===== src/hdl/aarm_pkg.sv =====
`default_nettype none

package aarm_pkg;

   // Field and datapath widths.
   localparam int IN_W = 16;
   localparam int OUT_W = 16;
   localparam int SQRT_STEPS = 20;
   localparam int ROOT_W = 20;
   localparam int RAD_W = 40;
   localparam int REM_W = 22;
   localparam int DIV_STEPS = 32;
   localparam int DREM_W = 20;
   localparam int ANG_W = 36;
   localparam int UNIT_W = 32;
   localparam int TRIG_W = 33;
   localparam int ENTRY_W = 36;
   localparam int FRAC_Q = 30;
   localparam int ANG_SHIFT = 14;
   localparam int CORDIC_STAGES_DEF = 16;

   // Angle constants in Q6.30 radians.
   localparam logic signed [ANG_W-1:0] FOUR_PI_Q30 = 36'sd13493037704;
   localparam logic signed [ANG_W-1:0] TWO_PI_Q30 = 36'sd6746518852;
   localparam logic signed [ANG_W-1:0] PI_Q30 = 36'sd3373259426;
   localparam logic signed [ANG_W-1:0] HALF_PI_Q30 = 36'sd1686629713;
   localparam logic signed [ANG_W-1:0] GAIN_INV_Q30 = 36'sd652032875;
   localparam logic signed [TRIG_W-1:0] ONE_Q30 = 33'sd1073741824;

   // Square root chain, one result bit per cell.
   typedef struct packed {
      logic valid;
      logic zero;
      logic [2:0][IN_W-1:0] rv;
      logic [RAD_W-1:0] rad;
      logic [REM_W-1:0] rem;
      logic [ROOT_W-1:0] root;
   } sqrt_type;

   // Rotation-mode CORDIC chain.
   typedef struct packed {
      logic valid;
      logic zero;
      logic neg_cos;
      logic [2:0][IN_W-1:0] rv;
      logic [ROOT_W-1:0] n;
      logic signed [ANG_W-1:0] x;
      logic signed [ANG_W-1:0] y;
      logic signed [ANG_W-1:0] z;
   } cordic_type;

   // Three-lane restoring divider chain, one quotient bit per cell.
   typedef struct packed {
      logic valid;
      logic zero;
      logic signed [TRIG_W-1:0] s;
      logic signed [TRIG_W-1:0] c;
      logic signed [TRIG_W-1:0] t;
      logic [2:0] neg;
      logic [ROOT_W-1:0] n;
      logic [2:0][DREM_W-1:0] rem;
      logic [2:0][UNIT_W-1:0] q;
   } div_type;

   // Arctangent of 2^-step in Q6.30, rounded to nearest.
   function automatic logic signed [ANG_W-1:0] atan_q30(input int unsigned step);
      logic signed [ANG_W-1:0] angle;
      case (step)
         0: angle = 36'sd843314857;
         1: angle = 36'sd497837829;
         2: angle = 36'sd263043837;
         3: angle = 36'sd133525159;
         4: angle = 36'sd67021687;
         5: angle = 36'sd33543516;
         6: angle = 36'sd16775851;
         7: angle = 36'sd8388437;
         8: angle = 36'sd4194283;
         9: angle = 36'sd2097149;
         default: begin
            if (step <= FRAC_Q) begin
               angle = ANG_W'(64'd1 << (FRAC_Q - step));
            end else begin
               angle = '0;
            end
         end
      endcase
      return angle;
   endfunction

endpackage

`default_nettype wire


===== src/hdl/aarm_cordic_cell.sv =====
`default_nettype none

module aarm_cordic_cell import aarm_pkg::*; #(
   parameter int STEP = 0
) (
   input  logic       clock,
   input  logic       reset,
   input  logic       en,
   input  cordic_type from_prev,
   output cordic_type to_next
);

   localparam logic signed [ANG_W-1:0] ATAN_STEP = atan_q30(STEP);

   logic signed [ANG_W-1:0] dx;
   logic signed [ANG_W-1:0] dy;
   cordic_type stage_in;
   cordic_type stage_ff;

   // One micro-rotation, direction chosen by the sign of the residual angle.
   always_comb begin
      dx = from_prev.y >>> STEP;
      dy = from_prev.x >>> STEP;
      stage_in = from_prev;
      if (from_prev.z >= 0) begin
         stage_in.x = from_prev.x - dx;
         stage_in.y = from_prev.y + dy;
         stage_in.z = from_prev.z - ATAN_STEP;
      end else begin
         stage_in.x = from_prev.x + dx;
         stage_in.y = from_prev.y - dy;
         stage_in.z = from_prev.z + ATAN_STEP;
      end
   end

   always_ff @(posedge clock) begin
      if (reset) begin
         stage_ff.valid <= 1'b0;
      end else if (en) begin
         stage_ff <= stage_in;
      end
   end

   assign to_next = stage_ff;

endmodule

`default_nettype wire


===== config.mk =====
export PLATFORM = sky130hd
export DESIGN_NAME = aarm_cordic_cell
export DESIGN_NICKNAME = d
export VERILOG_FILES = /design/src/hdl/aarm_pkg.sv /design/src/hdl/aarm_cordic_cell.sv
export SDC_FILE = /design/constraint.sdc
export NUM_CORES = 1
export LEC_CHECK = 0
export BUFFER_PORTS_ARGS = -buffer_cell sky130_fd_sc_hd__buf_2
export CORE_MARGIN = 3
export CORE_UTILIZATION = 50
export CTS_BUF_LIST = sky130_fd_sc_hd__clkbuf_8
export DETAILED_ROUTE_END_ITERATION = 8
export PLACE_DENSITY_LB_ADDON = 0.12
export SYNTH_ARGS = -nofsm -noshare
export SYNTH_HDL_FRONTEND = slang
export SYNTH_SLANG_ARGS = --single-unit

===== constraint.sdc =====
create_clock -name clock -period 9.6 [get_ports clock]
set_clock_uncertainty 0.15 [all_clocks]
set_input_delay 1.44 -clock clock [delete_from_list [all_inputs] [get_ports clock]]
set_output_delay 1.44 -clock clock [all_outputs]
set_load 0.005 [all_outputs]

# Word-level counts from Yosys, hierarchy flattened
# Index checks and enable logic that the tools add are counted.
# classes
n_addsub	5
order_cmp	1
muxes	1
bitwise	1
reduce_logical	1
# ops
cell	n
2-to-1 mux 108 bit	1
subtractor 36 bit	2
adder 36 x 31 -> 36 bit (second input constant)	1
adder 36 bit	1
>= comparator 36 x 1 -> 1 bit (second input constant)	1
subtractor 36 x 31 -> 36 bit (second input constant)	1
AND reduction 2 bit	1
inverter 1 bit	1
# totals
register_bits	179
out_inout_bits	179

# Longest topological paths before layout
# Gate-level depths: netlist of the first run.
# logic_depth
ltp_word	2
depth_mapped	20
depth_no_buf	17

# Least setup slack after synthesis of the first run
# OpenSTA, ideal clock, no wires.
# synth_timing
path_kind	input to register
from	in reset
to	reg stage_ff, in the netlist to_next[0], enable pin
setup_time_ps	741
arrival_ps	9279
required_ps	8709
slack_ps	-570
cell_stages	1
cell_sequence	nor2b_1
# synth_via
elab_chain_len	2
# synth_rtl
element	line_no	text
start: declaration	aarm_cordic_cell.sv:7	input logic reset,
inverter 1 bit (no line)	-	
AND reduction 2 bit (no line)	-	
end signal: assignment	aarm_cordic_cell.sv:40	stage_ff <= stage_in;
end: declaration	aarm_cordic_cell.sv:18	cordic_type stage_ff;
# No other way between the ends.
# A chain may end at the register's enable or synchronous reset.

==> results of run 1 <==
==> metrics by stage <==
stage	cells	hold slack [ns]	utilization	instance area (sq um)
floorplan	1390	0.335	-	13400
global placement	2038	0.324	0.589	15400
detailed placement	2038	0.331	0.589	15400
CTS	2070	0.360	0.607	15900
global route	2071	0.395	0.607	15900
finish	2072	0.356	0.607	15900
==> worst max-delay path, stage by stage <==
cell	delay (ns)
buf_2	0.14
nor4_1	0.45
nand4_1	0.18
nor3_1	0.26
nand2b_2	0.15
buf_4	0.67
inv_2	0.03
buf_4	0.43
ha_1	0.53
a21oi_1	0.19
nand2_1	0.08
a211o_1	0.31
o2111ai_1	0.36
a211oi_1	0.12
or3_1	0.38
a21o_1	0.23
a41oi_1	0.26
xnor2_1	0.09
==> layout make-up <==
type / count / share of cell area
Inverter: 112 / 0.0264
Timing Repair Buffer: 365 / 0.116
Sequential cell: 178 / 0.335
Clock inverter: 15 / 0.0151
Multi-Input combinational cell: 1048 / 0.466
Tap cell: 335 / 0.0263
Antenna cell: 2 / 0.000314
Clock buffer: 17 / 0.0147
==> power breakdown <==
part           internal [uW]  leakage, uW  switching (uW)
Clock                    278     0.000240             341
Combinational            285      0.00518             432
Sequential               958      0.00167            19.3
Total                   1520      0.00709             792
==> final timing paths <==
path	start	to	slack [ns]
worst max-delay path	from_prev[0]	to_next[29]$_DFFE_PP_	3.24
worst min-delay path	to_next[178]$_SDFFE_PP0P_	to_next[178]$_SDFFE_PP0P_	0.36
worst max register to register	to_next[178]$_SDFFE_PP0P_	to_next[178]$_SDFFE_PP0P_	8.87
worst min register to register	to_next[178]$_SDFFE_PP0P_	to_next[178]$_SDFFE_PP0P_	0.36
==> per-layer routing <==
layer	GRT usage	vias up	wire length, um
met4	0.103	0	1520
met3	0.0391	76	2630
met1	0.346	5761	17100
met5	0	-	0
met2	0.494	530	21000
li1	-	5792	-
==> logic make-up after synthesis <==
family                     after synthesis  synth area share
and+or+nand+nor                        340             0.126
AOI/OAI and AO/OA                      455             0.218
DFF                                    178             0.399
buffers and inverters                  164            0.0478
adders and majority gates              144             0.137
xor gates and xnor gates                96            0.0628
muxes                                   13           0.00982
==> cells in the final DEF, fill, tap and decap left out, types with 54 or more instances in the layout <==
cell type	Yosys	layout
ha_1	140	140
xnor2_1	74	74
nor2_1	88	88
inv_1	109	109
buf_2	10	360
o21ai_0	84	84
edfxtp_1	177	177
a21o_1	54	54
nand2_1	71	71
a21oi_1	146	146
==> flow_summary.toml, run 1 <==
[status]
status = "finished clean"

[synthesis]
avgSynthCellArea_sq_um = 9.63
ys_seq_area_frac = 0.399
synth_enable_flop_cells = 177
synth_area_leader_cell = "edfxtp_1"
ys.flop_type = "edfxtp_1"
syn_area_sq_um = 13400
synth_cells = 1390
synth_common_cells = "edfxtp_1, a21oi_1, ha_1"
synth.net_count = 1716
yosysMostFrequentCell = "edfxtp_1"
synth-async-reset-ratio = 0
synth_cell_type_count = 75
synth_top_area_frac = 0.397
yosys_warnings = 0
synthTopCellsByArea = "edfxtp_1, ha_1, a21oi_1"
synth-seq-cells = 178

[cts]
cts_tree = "done"
clk-insertion-delay-late_ns = 0.47
numClockSinks = 178
cts-resized-gates = 0
hold_buffers = 0
cts.path.max_buffers = 2
htree_levels = 4
cts-root-buf = "clkbuf_8"
clk_pin_slew_ns = 0.12
cts_buffers = 17
post_cts_buffers = 0

[critical_path]
r2r_cells = 2
worst_setup_path_start_kind = "input port"
required_ns = 9.67
crit_type = "in -> reg"
cp.arrival_ns = 6.43
endpoint_kind = "register"
crit_fanout = 90

[finish]
largest_register_ffs = 178
seq_area_sq_um = 5340
multi_input_area_sq_um = 7420
area_delta_synth_final_pct = 18.9
fill_cells = 2294
drive_above_1_share = 0.240
nets = 2048

[floorplan]
core_sq_um = 26200
start_util = 0.511
die_y_um = 170
dieArea_sq_um = 28800
rows = 59
dieWidth_um = 170
pin_count = 361

[pwr]
peakVddDrop_uv = 110
pwr_density_cell_nw_per_um2 = 145
p_total_uw = 2310
power_leakage_uw = 0.00709

[job]
cap_violations = 0

[sta]
fmax_mhz = 157
maxSlewHeadroom = 0.296
tns_ns = 0
final_max_slew_viol_count = 0
setup_slack_ns = 3.24
max_slew.worst_pin.slew_ns = 1.06
period_minus_slack_ns = 6.36
finalSetupViolations = 0
finalHoldViolCount = 0
rsz0062_at_grt = "false"
finalCritPeriodShare = 0.662

[placement]
place_congestion = 0.980
dp_slack_ns = 2.88
hpwl_um = 33500
port_buffers = 360

[detailed_routing]
firstDrtPassIters = 5
routed_wl_um = 42300
route.detailed.drc = 0
wl_per_cell_um = 20.4
first_iter_violations = 1004
num_vias = 12200
vias_per_cell = 5.87
final_antenna_net_count = 0

[grt]
grt_use_total = 0.279
overflow = 0
antenna_found_initial = 3
grt_pass1_vias = 11500
grt_pass1_wl_um = 63400
grt_start_max_net_pins = 91

[worst_hold_path]
min_path_type = "reg -> reg"
hold_depth = 2
No activity file was read; power rests on OpenSTA's default activity.
==> run 2: changes to the inputs <==
clock period = 5.65 ns   (was 9.6 ns; I/O delays follow)
==> flow_summary.toml, run 2 (same netlist as run 1, synthesis figures left out) <==
[pwr]
peakVddDrop_uv = 160
pwr_density_cell_nw_per_um2 = 241
p_total_uw = 3830
power_leakage_uw = 0.00708

[sta]
maxSlewHeadroom = 0.385
finalSetupViolations = 0
tns_ns = 0
max_slew.worst_pin.slew_ns = 0.912
period_minus_slack_ns = 4.75
finalCritPeriodShare = 0.841
fmax_mhz = 211
rsz0062_at_grt = "false"
finalHoldViolCount = 0
final_max_slew_viol_count = 0

[status]
status = "finished clean"

[floorplan]
dieArea_sq_um = 28800
pin_count = 361
start_util = 0.511
core_sq_um = 26200
die_y_um = 170
dieWidth_um = 170
rows = 59

[finish]
nets = 2052
drive_above_1_share = 0.243
final_common_cell = "buf_2"
fill_cells = 2351
area_delta_synth_final_pct = 18.8
final_area_sq_um = 15900
largest_register_ffs = 178
mostFrequentLayoutCells = "buf_2, edfxtp_1, a21oi_1"

[grt]
grt_use_met2 = 0.497
overflow = 0
antenna_found_initial = 8
grt.met1_usage = 0.357
grt_pass1_vias = 11700
grt_pass1_wl_um = 63800
grt_use_total = 0.281
grt_start_max_net_pins = 76
grt.met3_usage = 0.0314
top_usage_layer = "met2"

[detailed_routing]
num_vias = 12300
first_iter_violations = 995
route.detailed.drc = 0
vias_per_cell = 5.93
routed_wl_um = 42400
final_antenna_net_count = 0
firstDrtPassIters = 7
wl_per_cell_um = 20.4

[cts]
clk-insertion-delay-late_ns = 0.48
cts_buffers = 17
numClockSinks = 178
htree_levels = 4
cts-resized-gates = 0
cts_tree = "done"
cts.path.max_buffers = 2
hold_buffers = 0
post_cts_buffers = 0
clk_pin_slew_ns = 0.12
cts-root-buf = "clkbuf_8"

[critical_path]
worst_setup_path_start_kind = "input port"
cp.arrival_ns = 4.83
crit_fanout = 16
r2r_cells = 2
required_ns = 5.73
endpoint_kind = "register"
crit_type = "in -> reg"

[placement]
port_buffers = 360
place_congestion = 0.982
placed_cell_area_sq_um = 15500
hpwl_um = 33600

[worst_hold_path]
min_path_type = "in -> reg"
hold_depth = 1

[job]
cap_violations = 0
==> run 2: cell types whose count changed in the layout (fill, tap and decap cells not counted), sizes merged <==
cell and delta:
inv +1, bufinv -3, diode +2, clkinv +2
buf +4
==> run 2: power breakdown <==
part           total, uW  switching [uW]  internal (uW)
Sequential          1660            33.6           1630
Clock                953             600            353
Combinational       1220             732            486
Total               3830            1370           2470
==> run 2: metrics by stage <==
stage	util	hold WS, ns	std cells	worst slack (ns)
finish	0.607	0.378	2078	0.901
global route	0.607	0.344	2078	0.733
CTS	0.606	0.349	2074	0.971
detailed placement	0.590	0.366	2042	0.462
global placement	0.590	0.326	2042	0.533
floorplan	-	0.335	1390	0.345
==> run 2: per-layer routing <==
metal | up-vias | wire [um]
met3 | 82 | 2730
li1 | 5802 | -
met4 | 2 | 1270
met5 | - | 16
met2 | 561 | 21300
met1 | 5876 | 17100
==> run 2: worst max-delay path, cell delays in order <==
cell and delay, ns:
buf_2 0.13, nor4_1 0.45, nand4_1 0.17, nor3_1 0.27, nand2b_2 0.32, inv_2 0.22
ha_1 0.42, a21oi_1 0.22, nand2_1 0.08, a211o_1 0.30, o2111ai_1 0.33, a211oi_1 0.12
or3_1 0.37, a21o_1 0.23, a41oi_1 0.25, xnor2_1 0.09
==> run 2: final timing paths <==
path / endpoint / slack (ns) / from
setup / recovery: to_next[29]$_DFFE_PP_ / 0.90 / from_prev[0]
hold / removal: to_next[109]$_DFFE_PP_ / 0.38 / from_prev[109]
setup reg to reg: to_next[178]$_SDFFE_PP0P_ / 4.87 / to_next[178]$_SDFFE_PP0P_
hold reg to reg: to_next[178]$_SDFFE_PP0P_ / 0.40 / to_next[178]$_SDFFE_PP0P_
==> run 2: layout make-up <==
cell class	count	area, sq um	share of cell area
multi-input cells	1048	7420	0.467
flip-flops and latches	178	5340	0.335
repair buffers	369	1870	0.118
inverters	112	420	0.0264
well taps	335	419	0.0264
clock buffers	17	234	0.0147
clock inverters	15	194	0.0122
diodes	4	10.0	0.000629
==> run 3: changes to the inputs <==
clock period = 4.2 ns   (was 5.65 ns; I/O delays follow)
==> flow_summary.toml, run 3 (same netlist as run 1, synthesis figures left out) <==
[status]
status = "finished clean"

[floorplan]
dieArea_sq_um = 28800
start_util = 0.511
pin_count = 361
core_sq_um = 26200
dieWidth_um = 170
die_y_um = 170
rows = 59

[cts]
cts.path.max_buffers = 2
cts_buffers = 17
clk_pin_slew_ns = 0.13
numClockSinks = 178
cts-resized-gates = 0
cts-root-buf = "clkbuf_8"
htree_levels = 4
cts_tree = "done"
post_cts_buffers = 0
hold_buffers = 0
clk-insertion-delay-late_ns = 0.48

[worst_hold_path]
min_path_type = "in -> reg"

[pwr]
pwr_density_cell_nw_per_um2 = 317
peakVddDrop_uv = 172
netSwitchingFraction = 0.356
seqPwrFrac = 0.416
clkPwrFrac = 0.247
internal_power_uw = 3470
combPwrFrac = 0.338
p_switching_uw = 1910
power_leakage_uw = 0.00772

[detailed_routing]
route.detailed.drc = 0
firstDrtPassIters = 7
vias_per_cell = 5.78
num_vias = 12800
wl_per_cell_um = 20.0
first_iter_violations = 1147
routed_wl_um = 44200
final_antenna_net_count = 0

[placement]
place_congestion = 0.935
hpwl_um = 35600
port_buffers = 360
dp_slack_ns = -0.170

[critical_path]
worst_setup_path_start_kind = "input port"
crit_fanout = 9
required_ns = 4.28
cp.arrival_ns = 3.97
crit_type = "in -> reg"
endpoint_kind = "register"

[sta]
finalSetupViolations = 0
period_minus_slack_ns = 3.88
final_max_slew_viol_count = 0
tns_ns = 0
maxSlewHeadroom = 0.414
fmax_mhz = 257
rsz0062_at_grt = "false"
setup_slack_ns = 0.316
max_slew.worst_pin.slew_ns = 0.878
finalHoldViolCount = 0
finalCritPeriodShare = 0.925

[finish]
largest_register_ffs = 178
final_common_cell = "buf_2"
mostFrequentLayoutCells = "buf_2, edfxtp_1, a21oi_1"
nets = 2179
fill_cells = 2150
area_delta_synth_final_pct = 27.1
drive_above_1_share = 0.299

[grt]
grt_start_max_net_pins = 50
overflow = 0
grt_pass1_wl_um = 66000
grt_use_total = 0.291
grt_pass1_vias = 12100
antenna_found_initial = 11

[job]
cap_violations = 0
-- run 3: final timing paths --
path	from	to	slack [ns]	depth (start not counted)
setup / recovery	from_prev[0]	to_next[29]$_DFFE_PP_	0.32	17
hold / removal	from_prev[119]	to_next[119]$_DFFE_PP_	0.16	1
setup reg to reg	to_next[178]$_SDFFE_PP0P_	to_next[178]$_SDFFE_PP0P_	3.42	2
hold reg to reg	to_next[178]$_SDFFE_PP0P_	to_next[178]$_SDFFE_PP0P_	0.40	2
-- run 3: metal layers --
metal  vias to the layer above  wire length, um  GRT usage
li1                       6075                -          -
met1                      6011            17300      0.366
met2                       592            21800      0.491
met4                         2             2010      0.150
met3                       109             3070     0.0417
met5                         -               13          0
-- run 3: power by group through the flow --
stage	Sequential, uW	Combinational, uW	Clock [uW]
after global routing	2250	1980	1420
final	2240	1820	1330
after floorplan	2300	1000	0
after global placement	2280	1770	0
after CTS	2240	1800	1350
after detailed placement	2280	1780	0
-- run 3: worst max-delay path: stages --
cell,delay [ns]
buf_2,0.10
nor4_1,0.30
buf_4,0.18
nand4_1,0.11
nor3_2,0.22
nand2b_2,0.19
inv_2,0.15
buf_4,0.21
ha_1,0.32
a21o_1,0.18
a21o_1,0.18
o21bai_1,0.20
a211oi_1,0.10
or3_1,0.36
a21o_1,0.24
a41oi_2,0.22
xnor2_1,0.08
-- run 3: area by class of cell --
type,count,area [sq um],area share
diodes,10,25.0,0.00147
clock buffers,17,234,0.0138
clock inverters,15,215,0.0127
inverters,112,420,0.0247
multi-input cells,1048,7500,0.441
flip-flops and latches,178,5340,0.314
well taps,335,419,0.0246
repair buffers,496,2860,0.168
-- run 3: per-stage QoR --
step,power (uW),area [sq um],util,hold WS [ns],instances
floorplan,3300,13500,-,0.335,1390
global placement,4040,16500,0.631,0.329,2169
detailed placement,4060,16500,0.631,0.361,2169
CTS,5380,17000,0.648,0.141,2201
global route,5650,17000,0.649,0.131,2211
finish,5380,17000,0.649,0.162,2211
