[config.mk]
export PLATFORM = sky130hd
export DESIGN_NAME = aarm_div_cell
export DESIGN_NICKNAME = d
export VERILOG_FILES = /design/src/hdl/aarm_pkg.sv /design/src/hdl/aarm_div_cell.sv
export SDC_FILE = /design/constraint.sdc
export NUM_CORES = 1
export LEC_CHECK = 0
export ABC_AREA = 1
export BUFFER_PORTS_ARGS = -buffer_cell sky130_fd_sc_hd__buf_2
export CAP_MARGIN = 20
export CORE_AREA = 2 2 217 219
export DETAILED_ROUTE_END_ITERATION = 16
export DIE_AREA = 0 0 219 221
export PLACE_DENSITY = 0.63
export REMOVE_ABC_BUFFERS = 1
export SKIP_CTS_REPAIR_TIMING = 1
export SYNTH_ARGS = -nofsm -noshare
export SYNTH_HDL_FRONTEND = slang
export SYNTH_SLANG_ARGS = --single-unit
[constraint.sdc]
create_clock -name clock -period 29.7 [get_ports clock]
set_clock_uncertainty 0.05 [all_clocks]
set_input_delay 5.94 -clock clock [delete_from_list [all_inputs] [get_ports clock]]
set_output_delay 5.94 -clock clock [all_outputs]
set_load 0.01 [all_outputs]
[src/hdl/aarm_pkg.sv]
`default_nettype none

package aarm_pkg;

   // Field and datapath widths.
   localparam int IN_W = 16;
   localparam int OUT_W = 16;
   localparam int SQRT_STEPS = 20;
   localparam int ROOT_W = 20;
   localparam int RAD_W = 40;
   localparam int REM_W = 22;
   localparam int DIV_STEPS = 32;
   localparam int DREM_W = 20;
   localparam int ANG_W = 36;
   localparam int UNIT_W = 32;
   localparam int TRIG_W = 33;
   localparam int ENTRY_W = 36;
   localparam int FRAC_Q = 30;
   localparam int ANG_SHIFT = 14;
   localparam int CORDIC_STAGES_DEF = 16;

   // Angle constants in Q6.30 radians.
   localparam logic signed [ANG_W-1:0] FOUR_PI_Q30 = 36'sd13493037704;
   localparam logic signed [ANG_W-1:0] TWO_PI_Q30 = 36'sd6746518852;
   localparam logic signed [ANG_W-1:0] PI_Q30 = 36'sd3373259426;
   localparam logic signed [ANG_W-1:0] HALF_PI_Q30 = 36'sd1686629713;
   localparam logic signed [ANG_W-1:0] GAIN_INV_Q30 = 36'sd652032875;
   localparam logic signed [TRIG_W-1:0] ONE_Q30 = 33'sd1073741824;

   // Square root chain, one result bit per cell.
   typedef struct packed {
      logic valid;
      logic zero;
      logic [2:0][IN_W-1:0] rv;
      logic [RAD_W-1:0] rad;
      logic [REM_W-1:0] rem;
      logic [ROOT_W-1:0] root;
   } sqrt_type;

   // Rotation-mode CORDIC chain.
   typedef struct packed {
      logic valid;
      logic zero;
      logic neg_cos;
      logic [2:0][IN_W-1:0] rv;
      logic [ROOT_W-1:0] n;
      logic signed [ANG_W-1:0] x;
      logic signed [ANG_W-1:0] y;
      logic signed [ANG_W-1:0] z;
   } cordic_type;

   // Three-lane restoring divider chain, one quotient bit per cell.
   typedef struct packed {
      logic valid;
      logic zero;
      logic signed [TRIG_W-1:0] s;
      logic signed [TRIG_W-1:0] c;
      logic signed [TRIG_W-1:0] t;
      logic [2:0] neg;
      logic [ROOT_W-1:0] n;
      logic [2:0][DREM_W-1:0] rem;
      logic [2:0][UNIT_W-1:0] q;
   } div_type;

   // Arctangent of 2^-step in Q6.30, rounded to nearest.
   function automatic logic signed [ANG_W-1:0] atan_q30(input int unsigned step);
      logic signed [ANG_W-1:0] angle;
      case (step)
         0: angle = 36'sd843314857;
         1: angle = 36'sd497837829;
         2: angle = 36'sd263043837;
         3: angle = 36'sd133525159;
         4: angle = 36'sd67021687;
         5: angle = 36'sd33543516;
         6: angle = 36'sd16775851;
         7: angle = 36'sd8388437;
         8: angle = 36'sd4194283;
         9: angle = 36'sd2097149;
         default: begin
            if (step <= FRAC_Q) begin
               angle = ANG_W'(64'd1 << (FRAC_Q - step));
            end else begin
               angle = '0;
            end
         end
      endcase
      return angle;
   endfunction

endpackage

`default_nettype wire

[src/hdl/aarm_div_cell.sv]
`default_nettype none

module aarm_div_cell import aarm_pkg::*; (
   input  logic    clock,
   input  logic    reset,
   input  logic    en,
   input  div_type from_prev,
   output div_type to_next
);

   logic [DREM_W:0] shifted [3];
   logic [2:0] fits;
   div_type stage_in;
   div_type stage_ff;

   // One restoring step in each of the three lanes against the norm.
   always_comb begin
      stage_in = from_prev;
      for (int k = 0; k < 3; k++) begin
         shifted[k] = {from_prev.rem[k], 1'b0};
         fits[k] = (shifted[k] >= {1'b0, from_prev.n});
         stage_in.rem[k] = fits[k] ? DREM_W'(shifted[k] - {1'b0, from_prev.n})
                                   : DREM_W'(shifted[k]);
         stage_in.q[k] = {from_prev.q[k][UNIT_W-2:0], fits[k]};
      end
   end

   always_ff @(posedge clock) begin
      if (reset) begin
         stage_ff.valid <= 1'b0;
      end else if (en) begin
         stage_ff <= stage_in;
      end
   end

   assign to_next = stage_ff;

endmodule

`default_nettype wire

==> Word level (Yosys, flattened, before mapping) <==
Cells that the tools add are included.
{ "op_classes": {"muxes": 3, "addsub": 3, "magnitude_cmp": 3, "n_reduce_logical": 1, "bitwise": 1} }
{ "ops": {"columns": ["operator", "n"], "rows": [
  ["$ge A21 B20 Y1", 3],
  ["$mux W20", 3],
  ["$sub A20 B20 Y20", 3],
  ["$reduce_and A2 Y1", 1],
  ["$not A1 Y1", 1]
]} }
{ "totals": {"ff_bits": 280, "in_bits": 283, "word_cells": 27, "output_inout_bits": 280} }

==> Longest topological paths before layout <==
Gate-level depths: netlist (run 1).
{ "logic_depth": {"ltp_word": 2, "ltp_mapped": 15} }

==> Worst setup path after synthesis (run 1) <==
No wires, ideal clock.
{ "synth_path": {"path_kind": "input to register", "startpoint": "in en", "endpoint": "reg stage_ff, in the netlist to_next[0], enable pin", "stages": 2, "slack_ns": 11.029, "n_path_buf": 0, "setup_time_ns": 0.934, "t_arrival_ns": 17.688, "cell_sequence": "inv_1 > nor2_1"} }
{ "synth_via": {"elab_chain_len": 1} }
{ "synth_rtl": {"columns": ["element", "line_no", "rtl"], "rows": [
  ["start: declaration", "aarm_div_cell.sv:6", "input logic en,"],
  ["$reduce_and A2 Y1 (no source line)", null, null],
  ["end signal: assignment", "aarm_div_cell.sv:32", "stage_ff <= stage_in;"],
  ["end: declaration", "aarm_div_cell.sv:14", "div_type stage_ff;"]
]} }
Every way passes these cells.
A chain may end at the register's enable or synchronous reset.

==> results of run 1 <==
## cells by family (layout without fill, tap and decap cells)
group | count (synthesis) | in the layout
xor+xnor | 27 | 27
compound gates | 55 | 55
flops | 280 | 280
fa+ha+maj | 63 | 63
buf+inv | 178 | 790
other cells | 0 | 8
simple gates | 646 | 646
## area by class of cell
type | instances | area, um2 | area share
sequential | 280 | 8400 | 0.471
multi-input combinational | 791 | 4040 | 0.227
timing repair buffer | 562 | 2830 | 0.159
clock buffer | 41 | 898 | 0.0504
tap | 607 | 759 | 0.0426
inverter | 167 | 634 | 0.0356
clock inverter | 20 | 240 | 0.0135
antenna | 8 | 20.0 | 0.00112
## synth_stat cells (all sizes together)
cell type / count
o21a: 2
nand3b: 15
edfxtp: 279
buf: 11
fa: 3
xor2: 24
a21oi: 41
nand3: 82
o21ai: 9
o21bai: 3
nand2: 450
inv: 167
dfxtp: 1
ha: 60
nor3: 7
nor2: 89
nand4: 3
xnor2: 3
## power groups by stage
stage / Combinational, mW / Sequential [mW] / Clock [mW]
2_1_floorplan: 0.0822 / 0.511 / 0
3_3_place_gp: 0.189 / 0.488 / 0
3_5_place_dp: 0.190 / 0.488 / 0
4_1_cts: 0.191 / 0.480 / 0.445
5_1_grt: 0.208 / 0.483 / 0.458
6_report: 0.189 / 0.480 / 0.434
## cell usage in the layout, fill, tap and decap left out, types with 4 or more instances in the layout
master	count
nor2_2	5
bufinv_16	5
xor2_1	24
clkbuf_1	6
nor2_1	83
inv_1	161
ha_1	60
diode_2	8
clkinv_2	4
a21oi_1	39
edfxtp_1	279
nand3_1	79
nand3b_1	15
clkbuf_16	35
clkinv_1	8
nor3_1	5
buf_2	559
nand2_2	11
o21ai_0	7
nand2_1	436
## through the flow
| step | utilization | instance area [um2] | hold slack (ns) | worst slack [ns] | power, mW |
|---|---|---|---|---|---|
| after CTS | 0.386 | 17800 | 0.420 | 21.84 | 1.12 |
| after floorplan | - | 13100 | 0.427 | 11.03 | 0.593 |
| after global placement | 0.362 | 16700 | 0.405 | 21.23 | 0.677 |
| after detailed placement | 0.362 | 16700 | 0.406 | 21.27 | 0.678 |
| final | 0.387 | 17800 | 0.417 | 21.85 | 1.10 |
| after global routing | 0.387 | 17800 | 0.453 | 21.66 | 1.15 |
## worst max-delay path, delay by kind of cell
kind	cells	cell delay, ns
buf+inv	4	0.90
fa+ha+maj	1	0.25
simple gates	9	0.96
## worst max path at each step
| stage | start | to | slack, ns | depth (start not counted) |
|---|---|---|---|---|
| after floorplan | en | to_next[0]$_DFFE_PP_ | 11.03 | 2 |
| after global placement | from_prev[156] | to_next[101]$_DFFE_PP_ | 21.23 | 14 |
| after detailed placement | from_prev[156] | to_next[101]$_DFFE_PP_ | 21.27 | 14 |
| after CTS | from_prev[156] | to_next[101]$_DFFE_PP_ | 21.84 | 14 |
| after global routing | from_prev[156] | to_next[101]$_DFFE_PP_ | 21.66 | 14 |
| final | from_prev[156] | to_next[101]$_DFFE_PP_ | 21.85 | 14 |
## routing by layer
metal	up-vias	part of all wire	global-route usage
met4	40	0.040	0.0976
li1	5325	-	-
met5	-	0.0042	0
met3	119	0.097	0.0874
met2	461	0.47	0.386
met1	5402	0.38	0.269
==> impl_metrics.py, run 1 <==
metrics = {
    "outcome": {
        "status": "complete, no violations",
    },
    "worst_setup_path": {
        "crit_path_cell_trace": "buf_2 -> inv_1 -> ha_1 -> inv_1 -> nor2_1 -> nand2_1 -> nor2_1 -> nand2_1 -> nand2_1 -> nor2_1 -> nand2_4 -> inv_4 -> nand2_1 -> nand2_1",
        "cp_common_cell": "nand2_1",
        "r2r_end": "to_next[279]$_SDFFE_PP0P_",
        "crit_arrival_ns": 8.07,
        "r2r-start": "to_next[279]$_SDFFE_PP0P_",
        "cp_max_fo": 22,
        "cp.required_ns": 29.92,
        "r2r_slack_ns": 29.09,
        "reg2regPathDepth": 2,
        "path_class": "in2reg",
        "critPathMaxStageDelay_ns": 0.50,
        "critPathSlowestCell": "inv_1",
        "cp-start-kind": "primary input",
        "crit_path_end_kind": "register",
    },
    "floorplan": {
        "core_um2": 46100,
        "dieArea_um2": 48400,
        "start_util": 0.286,
        "die_x_um": 219,
        "rows": 79,
        "io_pins": 563,
        "fp.dieH_um": 221,
    },
    "synthesis": {
        "synth_top_family_by_area": "simple AND/OR/NAND/NOR gates",
        "synth_cell_types": 29,
        "syn_area_um2": 13200,
        "synthCells": 1249,
        "yosys.area.top_type": "edfxtp_1",
        "syn_area_per_cell_um2": 10.5,
        "synthXorXnorAreaFrac": 0.0180,
        "synth-simple-area-share": 0.204,
        "yosys-top-cells-area": "edfxtp_1 64%, nand2_1 12%, ha_1 5.7%, inv_1 4.6%, nand3_1 3.0%",
        "synth_mux_area_frac": 0,
        "ys_seq_elements": 280,
        "yosys_warnings": 0,
        "synth_compound_area_frac": 0.0224,
        "synth_top_area_frac": 0.636,
        "synth-adder-area-share": 0.0616,
        "synth_seq_area_share": 0.638,
    },
    "clock_tree": {
        "cts.sinks": 280,
        "clk_path_buf_depth": 3,
        "cts_buffers": 35,
        "insertion_delay_ns": 0.53,
        "h-tree-depth": 2,
        "cts.clk_slew.worst_paths_ns": 0.06,
        "cts-root-buf": "clkbuf_16",
        "cts_tree": "yes",
    },
    "routing": {
        "remaining_drc_errors": 0,
        "viasPerCell": 4.58,
        "wire_per_inst_um": 23.6,
        "routed_wl_um": 58500,
        "via_count": 11300,
        "drtPass1Iterations": 8,
        "ant_nets": 0,
        "dr.first_iter.drc_count": 908,
    },
    "layout": {
        "drive_above_1_share": 0.345,
        "syn_to_final_growth_pct": 35.3,
        "n_fill_cell": 4695,
        "stdcell_count": 2476,
        "fin_nets": 2183,
        "largest_reg_flops": 280,
    },
    "run": {
        "cap_violations": 0,
    },
    "timing": {
        "final_hold_viol_count": 0,
        "slew_viol_final": 0,
        "setup_violations": 0,
        "setup_tns_ns": 0,
        "max_freq_ghz": 0.127,
        "slew_headroom": 0.268,
        "rsz0062_at_grt": "false",
        "period_minus_slack_ns": 7.85,
        "post-route-period-util": 0.264,
        "worstMarginPinSlew_ns": 1.10,
    },
    "power": {
        "ir_worst_vdd_v": 0.0000411,
        "intPower_uw": 797,
        "p_sw_uw": 306,
        "p_clk_frac": 0.394,
        "leakagePower_nw": 8.44,
        "p_comb_frac": 0.171,
        "powerDensity_nw_per_um2": 61.9,
        "p_sw_frac": 0.277,
        "pwr-share-seq": 0.435,
    },
    "grt": {
        "grt_max_degree": 180,
        "grt_pass1_vias": 11000,
        "track_usage": 0.233,
        "grt_pass1_wl_um": 78800,
        "antenna_found_initial": 41,
        "overflow": 0,
    },
    "place": {
        "place.gp.congestion": 0.956,
        "port_buffers": 559,
        "dp_cells": 2407,
        "place_hpwl_um": 47400,
    },
    "hold_path": {
        "hold_class": "reg2reg",
        "holdPathStages": 2,
        "worstHoldStart": "to_next[279]$_SDFFE_PP0P_",
        "holdPathEnd": "to_next[279]$_SDFFE_PP0P_",
    },
}
Power figures use the tool's default switching activity.
==> run 2: changes to the inputs <==
Settings changed: ABC_AREA 1 to 0, PLACE_DENSITY 0.63 to 0.62.
Clock period 29.7 ns to 6.39 ns, I/O delays scaled along.
==> run 2 against run 1 <==
  * Hold slack gained 0.078 ns
  * Global-route usage decreased by 3.6 points
  * Combinational power rose to 4.3 times the previous value
  * Via count shrank 18%
==> impl_metrics.py, run 2 <==
metrics = {
    "outcome": {
        "status": "complete, no violations",
    },
    "floorplan": {
        "start_util": 0.264,
        "core_um2": 46100,
        "rows": 79,
        "die_x_um": 219,
        "dieArea_um2": 48400,
        "io_pins": 563,
        "fp.dieH_um": 221,
    },
    "synthesis": {
        "yosys-top-cells-area": "edfxtp_1 69%, ha_1 6.2%, mux2_2 3.3%, a21oi_1 2.2%, xnor2_1 2.2%",
        "yosys.area.top_type": "edfxtp_1",
        "synthFlopType": "edfxtp_1",
        "ys_async_sr_fraction": 0,
        "yosys_warnings": 0,
        "syn_area_um2": 12200,
        "syn_area_per_cell_um2": 15.2,
        "synth_cell_types": 61,
        "synth_seq_area_share": 0.691,
        "synth_top_area_frac": 0.689,
        "netlist_top_cells_count": "279 x edfxtp_1, 60 x ha_1, 53 x a21oi_1",
        "synthCells": 800,
        "synth.most_common_cell": "edfxtp_1",
        "ys_seq_elements": 280,
        "synth_edf_count": 279,
    },
    "worst_setup_path": {
        "reg2regPathDepth": 2,
        "crit_family": "compound AO/OA/AOI/OAI gates",
        "crit_path_cell_trace": "buf_2 -> inv_1 -> ha_1 -> nor2b_1 -> o211ai_2 -> a31oi_2 -> a211o_1 -> a41oi_2 -> a21oi_2 -> a2111oi_4 -> buf_4 -> mux2_2",
        "crit_arrival_ns": 4.25,
        "cp_max_fo": 21,
        "r2r_end": "to_next[279]$_SDFFE_PP0P_",
        "critPathMaxStageDelay_ns": 0.38,
        "crit_buf_inv": 3,
        "cp-start-kind": "primary input",
        "path_class": "in2reg",
        "crit_start": "from_prev[157]",
        "crit_path_end_kind": "register",
        "r2r_slack_ns": 5.72,
        "r2r-start": "to_next[279]$_SDFFE_PP0P_",
        "critPathSlowestCell": "mux2_2",
        "cp.required_ns": 6.61,
    },
    "run": {
        "cap_violations": 0,
    },
    "layout": {
        "fin_nets": 1727,
        "finalInstanceArea_um2": 16900,
        "final_cell_mix": "559 x buf_2, 279 x edfxtp_1, 60 x ha_1",
        "syn_to_final_growth_pct": 38.7,
        "n_fill_cell": 4550,
        "largest_reg_flops": 280,
        "drive_above_1_share": 0.477,
        "mostFrequentLayoutCell": "buf_2",
    },
    "routing": {
        "routed_wl_um": 49500,
        "viasPerCell": 4.61,
        "drtPass1Iterations": 4,
        "wire_per_inst_um": 24.6,
        "ant_nets": 0,
        "remaining_drc_errors": 0,
        "dr.first_iter.drc_count": 625,
        "via_count": 9289,
    },
    "timing": {
        "period_minus_slack_ns": 4.03,
        "max_freq_ghz": 0.248,
        "setup_violations": 0,
        "post-route-period-util": 0.631,
        "rsz0062_at_grt": "false",
        "holdWs_ns": 0.494,
        "setup_tns_ns": 0,
        "final_hold_viol_count": 0,
        "setup_slack_ns": 2.36,
        "worstMarginPinSlew_ns": 0.880,
        "slew_viol_final": 0,
        "slew_headroom": 0.414,
    },
    "grt": {
        "overflow": 0,
        "grt_max_degree": 144,
        "grt_pass1_vias": 9512,
        "track_usage": 0.197,
        "antenna_found_initial": 27,
        "grt_pass1_wl_um": 67500,
    },
    "clock_tree": {
        "insertion_delay_ns": 0.53,
        "h-tree-depth": 2,
        "clk_path_buf_depth": 3,
        "cts_buffers": 35,
        "cts.sinks": 280,
        "cts.clk_slew.worst_paths_ns": 0.06,
        "cts-root-buf": "clkbuf_16",
        "cts_tree": "yes",
    },
    "place": {
        "place_area_um2": 15700,
        "place_hpwl_um": 39900,
        "place.gp.congestion": 0.895,
        "pre_cts_slack_ns": 1.81,
        "port_buffers": 559,
    },
    "power": {
        "p_total_mw": 5.07,
        "powerDensity_nw_per_um2": 300,
        "leakagePower_nw": 7.09,
        "ir_worst_vdd_v": 0.000184,
    },
    "hold_path": {
        "holdPathEnd": "to_next[279]$_SDFFE_PP0P_",
        "holdPathStages": 2,
        "hold_class": "reg2reg",
        "worstHoldStart": "to_next[279]$_SDFFE_PP0P_",
    },
}
==> run 2: worst max path at each step <==
stage	to	slack, ns	cells after the start
6_report	to_next[145]$_DFFE_PP_	2.36	12
5_1_grt	to_next[145]$_DFFE_PP_	2.22	12
4_1_cts	to_next[145]$_DFFE_PP_	2.38	12
3_5_place_dp	to_next[150]$_DFFE_PP_	1.81	12
3_3_place_gp	to_next[138]$_DFFE_PP_	1.83	12
2_1_floorplan	to_next[0]$_DFFE_PP_	-8.23	1
==> run 2: cells by family (layout without fill, tap and decap cells) <==
family / Yosys count / in the layout / synth area share
compound gates: 176 / 176 / 0.0965
xor+xnor: 47 / 47 / 0.0339
fa+ha+maj: 63 / 63 / 0.0667
buf+inv: 59 / 665 / 0.0197
flops: 280 / 280 / 0.691
mux: 43 / 43 / 0.0392
other cells: 0 / 4 / 0
simple gates: 132 / 132 / 0.0533
==> run 2: worst register-to-register path: stages (launching register included) <==
cell,delay (ns)
dfxtp_1,0.32
mux2i_1,0.14
nor2_1,0.05
==> run 2: stage by stage <==
step / util / cells
floorplan: - / 778
global placement: 0.341 / 1951
detailed placement: 0.341 / 1951
CTS: 0.366 / 2013
global route: 0.366 / 2014
finish: 0.366 / 2017
==> run 2: area by class of cell <==
type / count / area, um2 / area share
Clock buffer: 38 / 908 / 0.0539
Tap cell: 607 / 759 / 0.0450
Multi-Input combinational cell: 461 / 3530 / 0.210
Sequential cell: 280 / 8400 / 0.498
Timing Repair Buffer: 566 / 2860 / 0.170
Inverter: 37 / 139 / 0.00824
Clock inverter: 24 / 253 / 0.0150
Antenna cell: 4 / 10.0 / 0.000594
==> run 2: metal layers <==
metal  GRT usage  vias to the layer above  share of wire
li1            -                     4258              -
met1       0.225                     4539           0.38
met2       0.353                      387           0.51
met3      0.0656                       77          0.088
met4      0.0475                       28          0.021
met5           0                        -         0.0032
==> run 2: where the power goes <==
group / total [mW] / internal (mW) / leakage, nW / switching [mW]
Combinational: 0.820 / 0.341 / 3.92 / 0.478
Sequential: 2.24 / 2.20 / 2.63 / 0.0396
Clock: 2.01 / 1.20 / 0.545 / 0.814
