<file path="src/hdl/aarm_pkg.sv">
`default_nettype none

package aarm_pkg;

   // Field and datapath widths.
   localparam int IN_W = 16;
   localparam int OUT_W = 16;
   localparam int SQRT_STEPS = 20;
   localparam int ROOT_W = 20;
   localparam int RAD_W = 40;
   localparam int REM_W = 22;
   localparam int DIV_STEPS = 32;
   localparam int DREM_W = 20;
   localparam int ANG_W = 36;
   localparam int UNIT_W = 32;
   localparam int TRIG_W = 33;
   localparam int ENTRY_W = 36;
   localparam int FRAC_Q = 30;
   localparam int ANG_SHIFT = 14;
   localparam int CORDIC_STAGES_DEF = 16;

   // Angle constants in Q6.30 radians.
   localparam logic signed [ANG_W-1:0] FOUR_PI_Q30 = 36'sd13493037704;
   localparam logic signed [ANG_W-1:0] TWO_PI_Q30 = 36'sd6746518852;
   localparam logic signed [ANG_W-1:0] PI_Q30 = 36'sd3373259426;
   localparam logic signed [ANG_W-1:0] HALF_PI_Q30 = 36'sd1686629713;
   localparam logic signed [ANG_W-1:0] GAIN_INV_Q30 = 36'sd652032875;
   localparam logic signed [TRIG_W-1:0] ONE_Q30 = 33'sd1073741824;

   // Square root chain, one result bit per cell.
   typedef struct packed {
      logic valid;
      logic zero;
      logic [2:0][IN_W-1:0] rv;
      logic [RAD_W-1:0] rad;
      logic [REM_W-1:0] rem;
      logic [ROOT_W-1:0] root;
   } sqrt_type;

   // Rotation-mode CORDIC chain.
   typedef struct packed {
      logic valid;
      logic zero;
      logic neg_cos;
      logic [2:0][IN_W-1:0] rv;
      logic [ROOT_W-1:0] n;
      logic signed [ANG_W-1:0] x;
      logic signed [ANG_W-1:0] y;
      logic signed [ANG_W-1:0] z;
   } cordic_type;

   // Three-lane restoring divider chain, one quotient bit per cell.
   typedef struct packed {
      logic valid;
      logic zero;
      logic signed [TRIG_W-1:0] s;
      logic signed [TRIG_W-1:0] c;
      logic signed [TRIG_W-1:0] t;
      logic [2:0] neg;
      logic [ROOT_W-1:0] n;
      logic [2:0][DREM_W-1:0] rem;
      logic [2:0][UNIT_W-1:0] q;
   } div_type;

   // Arctangent of 2^-step in Q6.30, rounded to nearest.
   function automatic logic signed [ANG_W-1:0] atan_q30(input int unsigned step);
      logic signed [ANG_W-1:0] angle;
      case (step)
         0: angle = 36'sd843314857;
         1: angle = 36'sd497837829;
         2: angle = 36'sd263043837;
         3: angle = 36'sd133525159;
         4: angle = 36'sd67021687;
         5: angle = 36'sd33543516;
         6: angle = 36'sd16775851;
         7: angle = 36'sd8388437;
         8: angle = 36'sd4194283;
         9: angle = 36'sd2097149;
         default: begin
            if (step <= FRAC_Q) begin
               angle = ANG_W'(64'd1 << (FRAC_Q - step));
            end else begin
               angle = '0;
            end
         end
      endcase
      return angle;
   endfunction

endpackage

`default_nettype wire

</file>
<file path="src/hdl/aarm_sqrt_cell.sv">
`default_nettype none

module aarm_sqrt_cell import aarm_pkg::*; #(
   parameter int STEP = 0
) (
   input  logic     clock,
   input  logic     reset,
   input  logic     en,
   input  sqrt_type from_prev,
   output sqrt_type to_next
);

   localparam int BIT_LO = 2 * (SQRT_STEPS - 1 - STEP);

   logic [REM_W+1:0] trial_rem;
   logic [REM_W+1:0] trial_sub;
   logic fits;
   sqrt_type stage_in;
   sqrt_type stage_ff;

   // Bring down the next bit pair and try to subtract 4*root + 1.
   always_comb begin
      trial_rem = {from_prev.rem, from_prev.rad[BIT_LO+1:BIT_LO]};
      trial_sub = {{(REM_W - ROOT_W){1'b0}}, from_prev.root, 2'b01};
      fits = (trial_rem >= trial_sub);
      stage_in = from_prev;
      stage_in.rem = fits ? REM_W'(trial_rem - trial_sub) : REM_W'(trial_rem);
      stage_in.root = {from_prev.root[ROOT_W-2:0], fits};
   end

   always_ff @(posedge clock) begin
      if (reset) begin
         stage_ff.valid <= 1'b0;
      end else if (en) begin
         stage_ff <= stage_in;
      end
   end

   assign to_next = stage_ff;

endmodule

`default_nettype wire

</file>
<file path="config.mk">
export PLATFORM = sky130hd
export DESIGN_NAME = aarm_sqrt_cell
export DESIGN_NICKNAME = d
export VERILOG_FILES = /design/src/hdl/aarm_pkg.sv /design/src/hdl/aarm_sqrt_cell.sv
export SDC_FILE = /design/constraint.sdc
export NUM_CORES = 1
export LEC_CHECK = 0
export BUFFER_PORTS_ARGS = -buffer_cell sky130_fd_sc_hd__buf_2
export CORE_MARGIN = 2
export CORE_UTILIZATION = 43
export CTS_BUF_LIST = sky130_fd_sc_hd__clkbuf_8
export CTS_CLUSTER_DIAMETER = 40
export CTS_CLUSTER_SIZE = 10
export DETAILED_ROUTE_END_ITERATION = 10
export MAX_ROUTING_LAYER = met4
export PLACE_DENSITY = 0.85
export SLEW_MARGIN = 20
export SYNTH_ARGS = -nofsm -noshare
export SYNTH_HDL_FRONTEND = slang
export SYNTH_SLANG_ARGS = --single-unit
</file>
<file path="constraint.sdc">
create_clock -name clock -period 6.2 [get_ports clock]
set_input_delay 0.31 -clock clock [delete_from_list [all_inputs] [get_ports clock]]
set_output_delay 0.31 -clock clock [all_outputs]
set_load 0.1 [all_outputs]
</file>
[Word-level counts from Yosys, hierarchy flattened]
Cells that the tools add are included.
Storage, ports and cells
  register bits after elaboration: 132
  logic and storage cells: 13
  output and inout port bits: 132
  input bits: 135
Operators by class
  muxes and demuxes: 1
  add/sub/neg operators: 1
  order comparisons: 1
  bitwise logic cells: 1
  reductions and logical operators: 1
Operators by type and width (count)
  24-bit by 22-bit >= comparator with 1-bit output: 1
  22-bit two-way mux: 1
  22-bit subtractor: 1
  2-bit AND reduction: 1
  1-bit NOT: 1

[Longest topological paths before layout]
Gate-level depths: netlist of the first run.
  depth after elaboration: 2
  depth in mapped cells: 10

[Worst setup path before layout of the first run]
Ideal clock, no wire load.
  path kind: input to register
  start point: in reset
  end point: reg stage_ff, in the netlist to_next[0], enable pin
  buffers on the path: 0
  setup slack: -564 ps
  library setup time: 641 ps
  stages: 1
  arrival: 6123 ps
  cell sequence: nor2b_1
Between the ends
  word-level cells in the longest chain between the ends: 2
RTL lines
  start: declaration: RTL line aarm_sqrt_cell.sv:7  | input logic reset,
  1-bit NOT (no line)
  2-bit AND reduction (no line)
  end signal: assignment: RTL line aarm_sqrt_cell.sv:35  | stage_ff <= stage_in;
  end: declaration: RTL line aarm_sqrt_cell.sv:19  | sqrt_type stage_ff;
No other way between the ends.
A chain may end at the register's enable or synchronous reset.

==> summary.md, run 1 <==
| Metric | Value |
|---|---|
| EDFF count, synth | 131 |
| Yosys cell types | 47 |
| Hold Path Sink | to_next[58] |
| CTS Buf Count | 17 |
| Global-route wire length before repair | 21500 microns |
| Row cnt | 41 |
| Yosys reg bits | 132 |
| Area growth syn-to-layout | 34.5% |
| Peak supply drop | 0.114 mV |
| Layout Cells excl Fill | 805 |
| Iteration count of the initial detailed-routing pass | 4 |
| R2R Setup Slk | 5.58 ns |
| Grt ovf | 0 |
| Number of flip-flops in the largest register | 132 |
| Crit Path Max Fanout | 23 |
| NumNets Final | 774 |
| Hold Vio Cnt, Final | 0 |
| Worst rel slew slack | 0.335 |
| Max Transition Viols Final | 0 |
| Crit-path cells | buf_2, inv_1, ha_1, o21ai_0, o21bai_1, nand2b_1, nand3_1, o21ai_4, mux2_2 |
| Final setup fails | 0 |
| Crit Path Class | input port to register |
| Drt first-iter violations | 294 |
| WP data required | 6.39 ns |
| Actual slew at the worst max-slew pin | 0.994 ns |
| Layout fillers | 1017 |
| Post-cts hold buffer count | 0 |
| Largest net degree at the start of global routing | 95 |
| Most frequent cells in the layout | buf_2 (266), edfxtp_1 (131), inv_1 (26), ha_1 (22) |
| Net Sw Power | 0.971 mW |
| All-Layer GR Usage | 0.214 |
| Clk pwr share | 0.249 |
| Post-CTS sizing | 0 |
| Clk sinks | 132 |
| Die height | 117 microns |
| Worst R2R Start | to_next[131] |
| Share of cells above drive strength 1 | 0.524 |
| Slowest-stage cell, CP | o21ai_4 |
| HP Start | from_prev[58] |
| Async S/R FF share, synth | 0 |
| H-tree levels | 4 |
| Ys Warns | 0 |
| Critical path capture point type | register |
| Achievable Freq | 0.377 GHz |
| Vias in the first global route | 3959 |
| Starting Density | 0.440 |
| Via count | 3898 |
| CTS clock-pin slew for the worst setup and hold paths | 0.08 ns |
| IO Pins | 267 |
| Hold WC Path Type | input port to register |
| Top_reg_cell synth | edfxtp_1 |
| Final period utilization | 0.428 |
| Initial antenna violation count | 3 |
| Full die area | 0.0138 sq mm |
| Worst Setup Slack, final | 3.55 ns |
| Critical Path Start Type | input port |
| Drt total wl | 14100 microns |
| Clock Tree Root | clkbuf_8 |
| CP arrival | 2.84 ns |
| Antenna violation net count after detailed routing | 0 |
| Max cap viols | 0 |
| Tmin final | 2.65 ns |
| Slowest stage delay, CP | 0.82 ns |
| Core ar. | 0.0126 sq mm |
| Port Buffer Count | 266 |
| R2R depth | 2 |
| Leakage | 3.28 nW |
| Share of power burned in combinational logic | 0.317 |
| Post-CTS Setup Repair Bufs | 0 |
| Unrepaired setup endpoints after global routing | false |
| Status | complete, no violations |
| Synth Net Count | 489 |
| WP buf/inv | 2 |
| Dpl hpwl | 11100 microns |
| CP delay by family, top | compound AO/OA/AOI/OAI gates |
| Clock Latency Late Sink | 0.43 ns |
| Syn Area/Cell | 16.7 sq um |
| Most common cell after layout, fill and taps aside | buf_2 |
| Hold Path Cell Cnt | 1 |
| Gp weighted congestion | 0.894 |
| Inst Count DP | 770 |
| Final Skew | 0 ns |
| Sw Ratio | 0.392 |
| Drt drc | 0 |
| Reg power frac | 0.434 |
| Setup Total Neg Slack | 0 ns |
| Worst-case clock buffer depth | 2 |
| Synthesized instance count | 332 |
| Sequential cell area fraction in the yosys report | 0.715 |
| DP Worst Slack | 3.04 ns |
| Mapped Area | 0.00553 sq mm |
| Power Internal | 1.51 mW |
| RR Endpoint | to_next[131] |
| Die X | 117 microns |
| Cell area power density | 333 mW/mm^2 |
| Vias per inst | 4.84 |
| Per-cell routed wire length | 17.6 microns |
| TritonCTS clock tree | yes |
[cells by family after synthesis]
group,after synthesis,share of synthesized area
flip-flops,132,0.715
buffers and inverters,27,0.0210
XOR/XNOR,19,0.0301
AND/OR/NAND/NOR,51,0.0502
AO/OA/AOI/OAI,58,0.0762
adder cells (fa/ha/maj),22,0.0498
multiplexers,23,0.0577
[metal layers]
metal,routed length [microns],vias up,GRT usage
met1,5110,1851,0.218
met4,483,0,0.0858
li1,-,1848,-
met3,1040,30,0.0788
met2,7490,169,0.372
met5,0,-,-
[through the flow]
step | instance area, sq um | power, mW | util | hold WS [ns]
2_1_floorplan | 5530 | 1.74 | - | 0.382
3_3_place_gp | 7080 | 1.87 | 0.564 | 0.488
3_5_place_dp | 7080 | 1.88 | 0.564 | 0.488
4_1_cts | 7430 | 2.50 | 0.591 | 0.00399
5_1_grt | 7440 | 2.57 | 0.592 | 0.00689
6_report | 7440 | 2.48 | 0.592 | 0.0471
[worst max-delay path by stage]
stage / from / to / slack [ns] / cells after the start
floorplan: en / to_next[0] / 2.04 / 1
global placement: from_prev[11] / to_next[41] / 3.16 / 9
detailed placement: from_prev[13] / to_next[23] / 3.04 / 9
CTS: from_prev[13] / to_next[23] / 3.52 / 9
global route: from_prev[12] / to_next[23] / 3.26 / 9
finish: from_prev[13] / to_next[23] / 3.55 / 9
[synth_stat cells, types with 2 or more instances]
cell | n | share of area
o31ai_1 | 2 | 0.0027
a211oi_1 | 4 | 0.0054
o21bai_1 | 3 | 0.0041
o21ai_0 | 10 | 0.0091
nand3_1 | 6 | 0.0054
ha_1 | 22 | 0.050
mux2_2 | 3 | 0.0061
o21a_1 | 2 | 0.0027
nor2_1 | 11 | 0.0075
mux2_4 | 17 | 0.046
nor4_1 | 2 | 0.0023
and3_1 | 3 | 0.0034
mux2i_1 | 3 | 0.0054
edfxtp_1 | 131 | 0.71
a21o_1 | 7 | 0.0095
nand2b_1 | 5 | 0.0057
nand2_1 | 10 | 0.0068
buf_6 | 2 | 0.0041
o31a_1 | 2 | 0.0032
xnor2_1 | 13 | 0.021
nor3_1 | 3 | 0.0027
inv_1 | 25 | 0.017
a31oi_1 | 2 | 0.0023
xor2_1 | 6 | 0.0095
or3b_2 | 2 | 0.0032
a21oi_1 | 14 | 0.013
o41ai_1 | 2 | 0.0032
[worst reg2reg max path: stages (launching register included)]
cell,delay [ns]
dfxtp_1,0.33
mux2i_1,0.14
nor2_1,0.05
[layout make-up]
class                           instances  area, sq um  share of cell area
Timing Repair Buffer                  268         1350               0.181
Tap cell                              172          215              0.0289
Multi-Input combinational cell        173         1480               0.198
Antenna cell                            3         7.51             0.00101
Inverter                               25         93.8              0.0126
Sequential cell                       132         3950               0.531
Clock inverter                         15          111              0.0150
Clock buffer                           17          234              0.0314
[power by group through the flow]
stage               Combinational [mW]  Clock [mW]  Sequential, mW
finish                           0.784       0.617            1.08
global route                     0.815       0.669            1.08
CTS                              0.788       0.639            1.08
detailed placement               0.786           0            1.10
global placement                 0.777           0            1.09
floorplan                        0.169           0            1.57
Power figures use the tool's default switching activity.
==> inputs of run 2 (changes only) <==
--- a/config.mk
+++ b/config.mk
@@ -7,13 +7,13 @@
 export LEC_CHECK = 0
 export BUFFER_PORTS_ARGS = -buffer_cell sky130_fd_sc_hd__buf_2
 export CORE_MARGIN = 2
-export CORE_UTILIZATION = 43
+export CORE_UTILIZATION = 48
 export CTS_BUF_LIST = sky130_fd_sc_hd__clkbuf_8
 export CTS_CLUSTER_DIAMETER = 40
 export CTS_CLUSTER_SIZE = 10
 export DETAILED_ROUTE_END_ITERATION = 10
 export MAX_ROUTING_LAYER = met4
-export PLACE_DENSITY = 0.85
+export PLACE_DENSITY = 0.9
 export SLEW_MARGIN = 20
 export SYNTH_ARGS = -nofsm -noshare
 export SYNTH_HDL_FRONTEND = slang
==> constraint.sdc (replaced) <==
create_clock -name clock -period 2.6 [get_ports clock]
set_input_delay 0.13 -clock clock [delete_from_list [all_inputs] [get_ports clock]]
set_output_delay 0.13 -clock clock [all_outputs]
set_load 0.1 [all_outputs]
==> summary.md, run 2 (same netlist as run 1, synthesis figures left out) <==
| Metric | Value |
|---|---|
| Global-route wire length before repair | 28100 microns |
| CP delay by family, top | buffers and inverters |
| Vias per inst | 5.20 |
| Metal3 WL | 1460 microns |
| Clock Tree Root | clkbuf_8 |
| Grt ovf | 0 |
| CTS Buf Count | 17 |
| Achievable Freq | 0.385 GHz |
| Drt total wl | 19400 microns |
| Crit Path Max Fanout | 7 |
| Via count | 4755 |
| Worst-case clock buffer depth | 2 |
| H-tree levels | 4 |
| Die X | 111 microns |
| Post-layout utilization of the core | 0.791 |
| Cell area power density | 737 mW/mm^2 |
| Largest net degree at the start of global routing | 103 |
| Worst rel slew slack | 0.629 |
| Clock Latency Late Sink | 0.45 ns |
| Met1 wire length | 6960 microns |
| Dpl hpwl | 11700 microns |
| Vias in the first global route | 4950 |
| Clk sinks | 132 |
| Row cnt | 39 |
| Final setup fails | 0 |
| Critical Path Start Type | input port |
| Gp weighted congestion | 0.871 |
| Initial antenna violation count | 1 |
| Worst Setup Slack, final | 0.00373 ns |
| Max cap viols | 0 |
| IO Pins | 267 |
| CP arrival | 2.80 ns |
| Layout fillers | 609 |
| Most frequent cells in the layout | buf_2 (264), edfxtp_1 (131), dlygate4sd3_1 (120), inv_1 (25), clkbuf_8 (20) |
| NumNets Final | 913 |
| Tmin final | 2.60 ns |
| Per-cell routed wire length | 21.2 microns |
| Core ar. | 0.0113 sq mm |
| Drt first-iter violations | 384 |
| DR WL met2 | 9970 microns |
| Area of the multi-input gates | 0.00154 sq mm |
| Final period utilization | 0.999 |
| Most common cell after layout, fill and taps aside | buf_2 |
| Drt drc | 0 |
| Slowest stage delay, CP | 0.58 ns |
| All-Layer GR Usage | 0.314 |
| Starting Density | 0.489 |
| Peak supply drop | 0.553 mV |
| Top sig layer | met4 |
| Critical path capture point type | register |
| Hold Vio Cnt, Final | 0 |
| Area growth syn-to-layout | 61.9% |
| WP data required | 2.80 ns |
| Hold WC Path Type | input port to register |
| Unrepaired setup endpoints after global routing | true |
| Share of cells above drive strength 1 | 0.467 |
| Actual slew at the worst max-slew pin | 0.556 ns |
| Full die area | 0.0124 sq mm |
| Reg area | 0.00395 sq mm |
| Crit-path cells | dlygate4sd3_1, inv_1, ha_4, or3_1, o221a_1, o31a_1, nor3_2, o21ai_4, clkbuf_16, mux2_4 |
| Antenna violation net count after detailed routing | 0 |
| Crit Path Class | input port to register |
| Leakage | 3.96 nW |
| Port Buffer Count | 266 |
| TritonCTS clock tree | yes |
| CTS clock-pin slew for the worst setup and hold paths | 0.07 ns |
| WP buf/inv | 3 |
| Final Skew | 0 ns |
| Die height | 111 microns |
| DP Worst Slack | 0.000940 ns |
| Status | complete, no violations |
| Max Transition Viols Final | 0 |
| Iteration count of the initial detailed-routing pass | 5 |
| Number of flip-flops in the largest register | 132 |
| Slowest-stage cell, CP | dlygate4sd3_1 |
## run 2: final cells by class
cell class	instances	share of cell area
Tap cell	143	0.0200
Timing Repair Buffer	407	0.308
Inverter	25	0.0105
Antenna cell	2	0.000559
Clock buffer	20	0.0307
Sequential cell	132	0.442
Multi-Input combinational cell	173	0.172
Clock inverter	12	0.0168
## run 2: path summary, 6_finish.rpt
kind                            depth (start not counted)  slack, ns     startpoint            to
worst max-delay path                                   10      0.004   from_prev[3]   to_next[32]
worst min-delay path                                    2       0.02  from_prev[35]   to_next[37]
worst max register to register                          3       1.32   to_next[131]  to_next[131]
worst min register to register                          3       1.21   to_next[131]  to_next[131]
## run 2: routing by layer
layer	track usage	up-vias
li1	-	2133
met1	0.341	2283
met2	0.533	274
met3	0.0904	65
met4	0.148	0
met5	-	-
## run 2: worst reg2reg max path: cells and delay by family, from the launching register on
kind                   cells  cell delay, ns
buffers and inverters      1            0.58
flip-flops                 1            0.35
multiplexers               1            0.16
AND/OR/NAND/NOR            1            0.06
## run 2: metrics by stage
stage | setup TNS, ns | power (mW) | area (sq um) | cells | hold slack (ns)
after global routing | -0.123 | 6.79 | 8950 | 913 | 0.00141
after global placement | 0 | 4.49 | 7170 | 755 | 0.307
after floorplan | 0 | 4.14 | 5540 | 332 | 0.202
after detailed placement | 0 | 4.53 | 7170 | 755 | 0.308
after CTS | 0 | 6.49 | 8810 | 908 | 0.00101
final | 0 | 6.60 | 8950 | 914 | 0.0201
## run 2: power by group
group | switching (mW) | internal, mW
registers | 0.0539 | 2.53
clock network | 0.852 | 1.03
logic | 1.56 | 0.568
total | 2.47 | 4.13
## run 2: what timing repair did
action                                  in CTS  in global routing
endpoints found under the setup margin       0                 20
endpoints found under the hold margin      120                  1
gates resized for setup                      0                 21
hold buffers                               121                  1
buffers inserted                             0                  4
==> inputs of run 3 (changes only) <==
--- a/config.mk
+++ b/config.mk
@@ -14,6 +14,7 @@
 export DETAILED_ROUTE_END_ITERATION = 10
 export MAX_ROUTING_LAYER = met4
 export PLACE_DENSITY = 0.9
+export SETUP_SLACK_MARGIN = 0.05
 export SLEW_MARGIN = 20
 export SYNTH_ARGS = -nofsm -noshare
 export SYNTH_HDL_FRONTEND = slang
==> summary.md, run 3 (same netlist as run 1, synthesis figures left out) <==
| Metric | Value |
|---|---|
| Status | complete, no violations |
| Gp weighted congestion | 0.871 |
| CP startpoint | from_prev[11] |
| Area of the multi-input gates | 0.00152 sq mm |
| Most common cell after layout, fill and taps aside | buf_2 |
| Clock Tree Root | clkbuf_8 |
| Unrepaired setup endpoints after global routing | false |
| Layout fillers | 615 |
| Final Skew | 0 ns |
| Max Transition Viols Final | 0 |
| Clock Latency Late Sink | 0.45 ns |
| Drt first-iter violations | 416 |
| Max cap viols | 0 |
| Critical path capture point type | register |
| Actual slew at the worst max-slew pin | 0.542 ns |
| Vias in the first global route | 4986 |
| Setup Total Neg Slack | 0 ns |
| Die height | 111 microns |
| Full die area | 0.0124 sq mm |
| Final period utilization | 0.967 |
| IO Pins | 267 |
| Drt drc | 0 |
| Initial antenna violation count | 3 |
| Die X | 111 microns |
| Critical Path Start Type | input port |
| Achievable Freq | 0.398 GHz |
| Hold Vio Cnt, Final | 0 |
| HP Start | from_prev[20] |
| Most frequent cells in the layout | buf_2 (266), edfxtp_1 (131), dlygate4sd3_1 (121), inv_1 (26), ha_1 (21) |
| Drt total wl | 19700 microns |
| Hold WC Path Type | input port to register |
| Overall power consumption | 6.60 mW |
| Iteration count of the initial detailed-routing pass | 5 |
| Grt ovf | 0 |
| H-tree levels | 4 |
| All-Layer GR Usage | 0.320 |
| CTS Buf Count | 17 |
| Reg area | 0.00395 sq mm |
| Tmin final | 2.51 ns |
| Clk sinks | 132 |
| Row cnt | 39 |
| CP arrival | 2.72 ns |
| Number of flip-flops in the largest register | 132 |
| Share of cells above drive strength 1 | 0.462 |
| NumNets Final | 911 |
| Crit Path Max Fanout | 10 |
| Global-route wire length before repair | 28500 microns |
| Antenna violation net count after detailed routing | 0 |
| Worst rel slew slack | 0.639 |
| Area growth syn-to-layout | 60.7% |
| Final setup fails | 0 |
| TritonCTS clock tree | yes |
| Via count | 4807 |
| Worst-case clock buffer depth | 2 |
| Largest net degree at the start of global routing | 103 |
| Core ar. | 0.0113 sq mm |
| Cell area power density | 743 mW/mm^2 |
| Leakage | 3.93 nW |
| Per-cell routed wire length | 21.5 microns |
| CTS clock-pin slew for the worst setup and hold paths | 0.08 ns |
| Port Buffer Count | 266 |
| Dpl hpwl | 11700 microns |
| Crit Path Class | input port to register |
| Peak supply drop | 0.659 mV |
| Vias per inst | 5.26 |
| WP data required | 2.80 ns |
| Post-layout utilization of the core | 0.785 |
| Starting Density | 0.489 |
| Worst R2R Start | to_next[131] |
-- run 3: layer usage --
metal	wire [microns]	track usage	vias up
li1	-	-	2131
met1	6990	0.339	2293
met2	10200	0.543	308
met3	1440	0.0953	75
met4	1070	0.168	0
met5	0	-	-
-- run 3: stage by stage --
stage	cell area (sq um)	hold slack, ns	worst slack (ns)	instances
2_1_floorplan	5540	0.202	0.0692	332
3_3_place_gp	7170	0.307	0.0862	755
3_5_place_dp	7170	0.308	0.000940	755
4_1_cts	8810	0.00101	0.0503	908
5_1_grt	8880	0.00212	0.0300	913
6_report	8880	0.0135	0.0865	914
-- run 3: area by class of cell --
type / instances / share of cell area
flip-flops and latches: 132 / 0.445
repair buffers: 405 / 0.304
multi-input cells: 173 / 0.171
clock buffers: 20 / 0.0310
well taps: 143 / 0.0201
clock inverters: 12 / 0.0169
inverters: 25 / 0.0106
diodes: 4 / 0.00113
-- run 3: path summary, 6_finish.rpt --
check	end	slack, ns	cells past startpoint
setup / recovery	to_next[27]	0.09	11
hold / removal	to_next[22]	0.01	2
setup reg to reg	to_next[131]	1.32	3
hold reg to reg	to_next[131]	1.21	3
-- run 3: critical path, cell delays in order --
cell	delay, ns
dlygate4sd3_1	0.52
buf_2	0.11
inv_1	0.04
ha_1	0.39
a211oi_2	0.32
o21bai_1	0.13
buf_4	0.16
nor3_2	0.27
o21ai_4	0.14
buf_12	0.19
mux2_4	0.31
-- run 3: repair_timing --
action                                  4_1_cts  5_1_grt
hold buffers                                121        0
endpoints found under the setup margin        0       21
setup buffers                                 0        2
hold endpoints to repair                    120        0
resized for setup                             0       12
-- run 3: power by group --
part | internal [mW] | switching, mW | total, mW
registers | 2.53 | 0.0557 | 2.59
clock network | 1.03 | 0.866 | 1.89
logic | 0.556 | 1.56 | 2.12
